`src/sv/tlc_pkg.sv`:
```
package tlc_pkg;

	// Default geometry and fixed address split
	localparam int L1_WAYS_DEF = 8;
	localparam int L2_WAYS_DEF = 16;
	localparam int L1_SETS     = 128;
	localparam int L2_SETS     = 4096;
	localparam int OFF_W       = 6;
	localparam int L1_SET_W    = 7;
	localparam int L2_SET_W    = 12;
	localparam int L1_TAG_W    = 19;
	localparam int L2_TAG_W    = 14;
	localparam int RAND_W      = 32;

	localparam logic [31:0] SEED_RESET = 32'h3025_2471;

	localparam logic [7:0] COST_L1 = 8'd2;
	localparam logic [7:0] COST_L2 = 8'd10;
	localparam logic [7:0] COST_MEM = 8'd200;

	localparam logic CMD_READ  = 1'b0;
	localparam logic CMD_WRITE = 1'b1;

	// Controller to datapath commands
	typedef struct packed {
		logic clear;
		logic accept;
		logic draw_go;
		logic draw_l2;
		logic take_l1;
		logic take_l2;
		logic update;
		logic next_part;
	} ctl_t;

	// Datapath to controller status
	typedef struct packed {
		logic clear_last;
		logic need_l1_draw;
		logic need_l2_draw;
		logic draw_ready;
		logic split_pending;
	} sts_t;

	// One step of the xorshift32 generator
	function automatic logic [31:0] xorshift(input logic [31:0] s);
		logic [31:0] x;
		x = s ^ (s << 13);
		x = x ^ (x >> 17);
		x = x ^ (x << 5);
		return x;
	endfunction

endpackage

```
`src/sv/tlc_ctrl.sv`:
```
module tlc_ctrl (
	input  logic          clk,
	input  logic          arst_n,
	input  logic          start,
	output logic          busy,
	input  tlc_pkg::sts_t sts,
	output tlc_pkg::ctl_t ctl
);
	import tlc_pkg::*;

	localparam logic [2:0] S_CLEAR  = 3'd0;
	localparam logic [2:0] S_IDLE   = 3'd1;
	localparam logic [2:0] S_READ   = 3'd2;
	localparam logic [2:0] S_LOOK   = 3'd3;
	localparam logic [2:0] S_DRAW1  = 3'd4;
	localparam logic [2:0] S_DRAW2  = 3'd5;
	localparam logic [2:0] S_UPDATE = 3'd6;

	logic [2:0] state_q;
	logic [2:0] state_nxt;

	// Next state and commands
	always_comb begin
		state_nxt = state_q;
		ctl = '0;
		case (state_q)
			S_CLEAR: begin
				ctl.clear = 1'b1;
				if (sts.clear_last) state_nxt = S_IDLE;
			end
			S_IDLE: begin
				if (start) begin
					ctl.accept = 1'b1;
					state_nxt = S_READ;
				end
			end
			S_READ: state_nxt = S_LOOK;
			S_LOOK: begin
				if (sts.need_l1_draw) begin
					ctl.draw_go = 1'b1;
					state_nxt = S_DRAW1;
				end else if (sts.need_l2_draw) begin
					ctl.draw_go = 1'b1;
					ctl.draw_l2 = 1'b1;
					state_nxt = S_DRAW2;
				end else begin
					state_nxt = S_UPDATE;
				end
			end
			S_DRAW1: begin
				if (sts.draw_ready) begin
					ctl.take_l1 = 1'b1;
					if (sts.need_l2_draw) begin
						ctl.draw_go = 1'b1;
						ctl.draw_l2 = 1'b1;
						state_nxt = S_DRAW2;
					end else begin
						state_nxt = S_UPDATE;
					end
				end
			end
			S_DRAW2: begin
				if (sts.draw_ready) begin
					ctl.take_l2 = 1'b1;
					state_nxt = S_UPDATE;
				end
			end
			S_UPDATE: begin
				ctl.update = 1'b1;
				if (sts.split_pending) begin
					ctl.next_part = 1'b1;
					state_nxt = S_READ;
				end else begin
					state_nxt = S_IDLE;
				end
			end
			default: state_nxt = S_IDLE;
		endcase
	end

	always_ff @(posedge clk or negedge arst_n) begin
		if (!arst_n) begin
			state_q <= S_CLEAR;
		end else begin
			state_q <= state_nxt;
		end
	end

	assign busy = (state_q != S_IDLE);
endmodule

```
`config.mk`:
```
export PLATFORM = sky130hd
export DESIGN_NAME = tlc_ctrl
export DESIGN_NICKNAME = d
export VERILOG_FILES = /design/src/sv/tlc_pkg.sv /design/src/sv/tlc_ctrl.sv
export SDC_FILE = /design/constraint.sdc
export NUM_CORES = 1
export LEC_CHECK = 0
export BUFFER_PORTS_ARGS = -buffer_cell sky130_fd_sc_hd__buf_4
export CELL_PAD_IN_SITES_DETAIL_PLACEMENT = 1
export CELL_PAD_IN_SITES_GLOBAL_PLACEMENT = 2
export CORE_UTILIZATION = 23
export CTS_BUF_LIST = sky130_fd_sc_hd__clkbuf_2 sky130_fd_sc_hd__clkbuf_4 sky130_fd_sc_hd__clkbuf_8
export DETAILED_ROUTE_END_ITERATION = 8
export GPL_TIMING_DRIVEN = 0
export PLACE_DENSITY = 0.78
export SLEW_MARGIN = 25
export SYNTH_ARGS = -nofsm -noshare
export SYNTH_HDL_FRONTEND = slang
export SYNTH_SLANG_ARGS = --single-unit
```
`constraint.sdc`:
```
create_clock -name clk -period 1.9 [get_ports clk]
set_clock_uncertainty 0.1 [all_clocks]
set_input_delay 0.57 -clock clk [delete_from_list [all_inputs] [get_ports clk]]
set_output_delay 0.57 -clock clk [all_outputs]
set_load 0.01 [all_outputs]
```
== Word-level counts from Yosys, hierarchy flattened ==
Cells that the tools add are included.
Cells by class
  add/subtract/negate cells: 0
  multipliers: 0
  divide/modulo/power cells: 0
  order comparisons: 0
  eq/ne operators: 11
  shifts and indexed selects: 0
  muxes and demuxes: 21
  bitwise operators: 0
  reduce and logical (&&, ||, !) cells: 2
Operators with widths (count)
  case mux 3 bit (7 select lines): 1
  2-to-1 mux 3 bit: 6
  equality test 3 bit, second input constant: 3
  2-to-1 mux 1 bit: 9
  2-to-1 mux 2 bit: 4
  != test 2 bit, second input constant: 4
  equality test 3 x 2 -> 1 bit, second input constant: 2
  case mux 2 bit (2 select lines): 1
  AND reduction 4 bit: 1
  equality test 3 x 1 -> 1 bit, second input constant: 1
  zero test 3 bit: 1
  != test 3 x 1 -> 1 bit, second input constant: 1
Word-level totals
  register bits after elaboration: 3
  latch bits: 0
  bits in writable memories: 0
  memory bits (read-only): 0
  input bits: 8
  output and inout bits: 9
  logic and storage cells: 35
  memories kept: 0

== Logic depth before layout (Yosys ltp) ==
  word-level depth: 3
  depth in mapped cells: 4
  mapped depth without buffers: 3

== Worst setup path before layout ==
OpenSTA, ideal clock, no wires.
  path type: flip-flop to output port
  start: register state_q[0]
  end: output port ctl[0] in the netlist's numbering
  arrival: 1.152 ns
  setup slack: 0.078 ns
  stages on the path, launching flop included: 4
  path through: dfrtp_1 > buf_4 > nor3b_1 > and2_1
RTL lines
  start: declaration: RTL line tlc_ctrl.sv:19  | logic [2:0] state_q;
  start signal: assignment: RTL line tlc_ctrl.sv:85  | state_q <= state_nxt;
  end: declaration: RTL line tlc_ctrl.sv:7  | output tlc_pkg::ctl_t ctl

==> flow_summary.toml <==
[grt]
grt_pass1_wl_um = 1545
grt_pass1_vias = 397
grt_max_degree = 11
overflow = 0
grtUsageTotal_pct = 14.64
antenna_found_initial = 0

[layout]
final_cell_mix = "buf_4 (21), buf_6 (4), nor2_1 (4), clkbuf_4 (4)"
fill_cells = 165
mostFrequentLayoutCell = "buf_4"
finalNonFillerCells = 79
largest_reg_flops = 3
reg_top3 = "state_q (3)"
finalInstanceArea_um2 = 553.0
layout-drive-gt1-share_pct = 54.69
multiInputGateArea_um2 = 215.2
synthToLayoutAreaGrowth_pct = 71.98
antenna_cells = 0
seqCellArea_um2 = 75.07
nNetsFinal = 73
largest-register = "state_q"

[worst_setup_path]
timing.rr.end = "state_q[1]$_DFFE_PN0P_"
cp_top_family = "flip-flops"
rrSetupSlack_ns = 0.48
crit_type = "flip-flop to output pin"
max_stage_delay_ns = 0.40
start_kind = "flip-flop"
path_cells = "buf_6 > nand3b_1 > nor2_1 > o21a_1 > buf_4"
crit_slowest_cell = "dfrtp_1"
cp-end-kind = "output pin"
worstPathBufferInverterCount = 2
reg2reg_depth = 5
cp.required_ns = 1.23
timing.rr.start = "state_q[2]$_DFFE_PN0P_"
worstPathArrival_ns = 1.30
crit_path_max_fanout = 6

[worst_hold_path]
hold_class = "primary input to async pin"

[drt]
drt_iter0_markers = 2
routed_wirelength_um = 996
first_pass_iters = 2
vias_per_cell = 4.873
wl_per_cell_um = 12.61
via_count = 385
drc = 0
ant_nets = 0

[clock_tree]
clk_pin_slew_ns = 0.04
cts.sinks = 3
clockBufferDepth = 2
clockRootBuffer = "clkbuf_4"
clk_latency_ns = 0.23
cts_tree = "yes"
cts-buffers-inserted = 3
postCtsHoldBufs = 0
h-tree-depth = 1

[synthesis]
synth.avg_cell_area_um2 = 8.462
ys_seq_elements = 3
ys_seq_area_share_pct = 23.35
ys_warn_count = 0
netlist_instances = 38
netlist_area_um2 = 321.6
syn_nets = 46
synth_cell_types = 25

[pwr]
ir_drop_mv = 0.5831
powerDensity_nw_per_um2 = 1516
leakage_nw = 0.2688
power_w = 0.0008383

[sta]
rsz0062_at_grt = "true"
worst_slew_pin_slew_ns = 0.2690
max_freq_mhz = 506.7
fin_hold_ws_ns = 0.01649
setup_viol = 3
period_share_pct = 103.9
setup_ws_ns = -0.07360
relSlewSlack_pct = 82.06
fin_crit_ns = 1.974
finalHoldViolations = 0
slew_viol_final = 0

[flow_run]
maxCapViolCount = 0

[die]
io_pins = 17
rows = 13
initial_core_util_pct = 24.71
die_area_um2 = 1552
core_um2 = 1301
die_height_um = 39.39
die_w_um = 39.39

[outcome]
violations = "setup timing"
status = "finished, violations left"

[placement]
gp_congestion = 0.7063
numPortBuffers = 16
place_hpwl_um = 714.4
dp_slack_ns = 0.03080
placed_area_um2 = 460.4
dp.cells = 69
## metal layers
| layer | track usage (%) | vias up | share of wire, % |
|---|---|---|---|
| met5 | 0 | - | 0 |
| met4 | 2.586 | 0 | 0 |
| met3 | 2.273 | 0 | 5.2 |
| met2 | 30.42 | 13 | 54 |
| met1 | 14.92 | 186 | 41 |
| li1 | - | 186 | - |
## cell families (layout without fill, tap and decap cells)
kind of cell	after synthesis	in the layout	synth area share [%]
AND/OR/NAND/NOR	18	18	33.85
flip-flops	3	3	23.35
AO/OA/AOI/OAI	11	11	29.96
buffers and inverters	6	32	12.84
## cells in the mapped netlist
| cell | number | area [um^2] |
|---|---|---|
| nor2_1 | 4 | 15.01 |
| dfrtp_1 | 3 | 75.07 |
| inv_1 | 3 | 11.26 |
| a211oi_1 | 2 | 15.01 |
| and2_1 | 2 | 12.51 |
| buf_6 | 2 | 22.52 |
| nand3b_1 | 2 | 15.01 |
| nor3b_1 | 2 | 15.01 |
| o21a_1 | 2 | 15.01 |
| a21boi_2 | 1 | 11.26 |
| a21oi_2 | 1 | 8.760 |
| a2bb2oi_1 | 1 | 8.760 |
| a311oi_2 | 1 | 15.01 |
| and3_1 | 1 | 6.260 |
| and3b_1 | 1 | 8.760 |
| buf_4 | 1 | 7.510 |
| nand2_1 | 1 | 3.750 |
| nand2b_1 | 1 | 6.260 |
| nand3_1 | 1 | 5.000 |
| nor2b_1 | 1 | 6.260 |
| nor3_1 | 1 | 5.000 |
| nor3_2 | 1 | 10.01 |
| o21ai_0 | 1 | 5.000 |
| o2bb2ai_1 | 1 | 8.760 |
| o31a_1 | 1 | 8.760 |
## what timing repair did
item / in CTS / in global routing
gates resized for setup: 2 / 2
pin swaps: 4 / 2
setup buffers: 5 / 1
gates cloned: 0 / 0
setup endpoints to repair: 4 / 5
## worst max path at each step
stage / to / from / depth (start not counted) / slack [ns]
floorplan: ctl[0] / state_q[0]$_DFFE_PN0P_ / 3 / 0.08
global placement: ctl[2] / sts[1] / 4 / 0.06
detailed placement: ctl[2] / sts[1] / 4 / 0.03
CTS: ctl[4] / state_q[2]$_DFFE_PN0P_ / 5 / -0.09
global route: ctl[4] / state_q[2]$_DFFE_PN0P_ / 5 / -0.15
finish: ctl[4] / state_q[2]$_DFFE_PN0P_ / 5 / -0.07
## metrics by stage
step	util (%)	TNS (ns)
6_report	42.50	-0.1265
3_3_place_gp	35.38	0
2_1_floorplan	-	0
4_1_cts	41.25	-0.1476
3_5_place_dp	35.38	0
5_1_grt	42.50	-0.3940
## area by class of cell
| cell class | count | area share, % |
|---|---|---|
| flip-flops and latches | 3 | 13.57 |
| well taps | 15 | 3.394 |
| repair buffers | 22 | 30.54 |
| clock buffers | 4 | 5.430 |
| inverters | 3 | 2.036 |
| multi-input cells | 29 | 38.91 |
| plain buffers | 3 | 6.109 |
## power by group
part / total, W / switching (W) / internal [W]
clock network: 0.000129 / 0.0000359 / 0.0000931
logic: 0.000586 / 0.000267 / 0.000318
registers: 0.000124 / 0.0000288 / 0.0000951
Note: power is estimated with default switching activity, not from simulation.
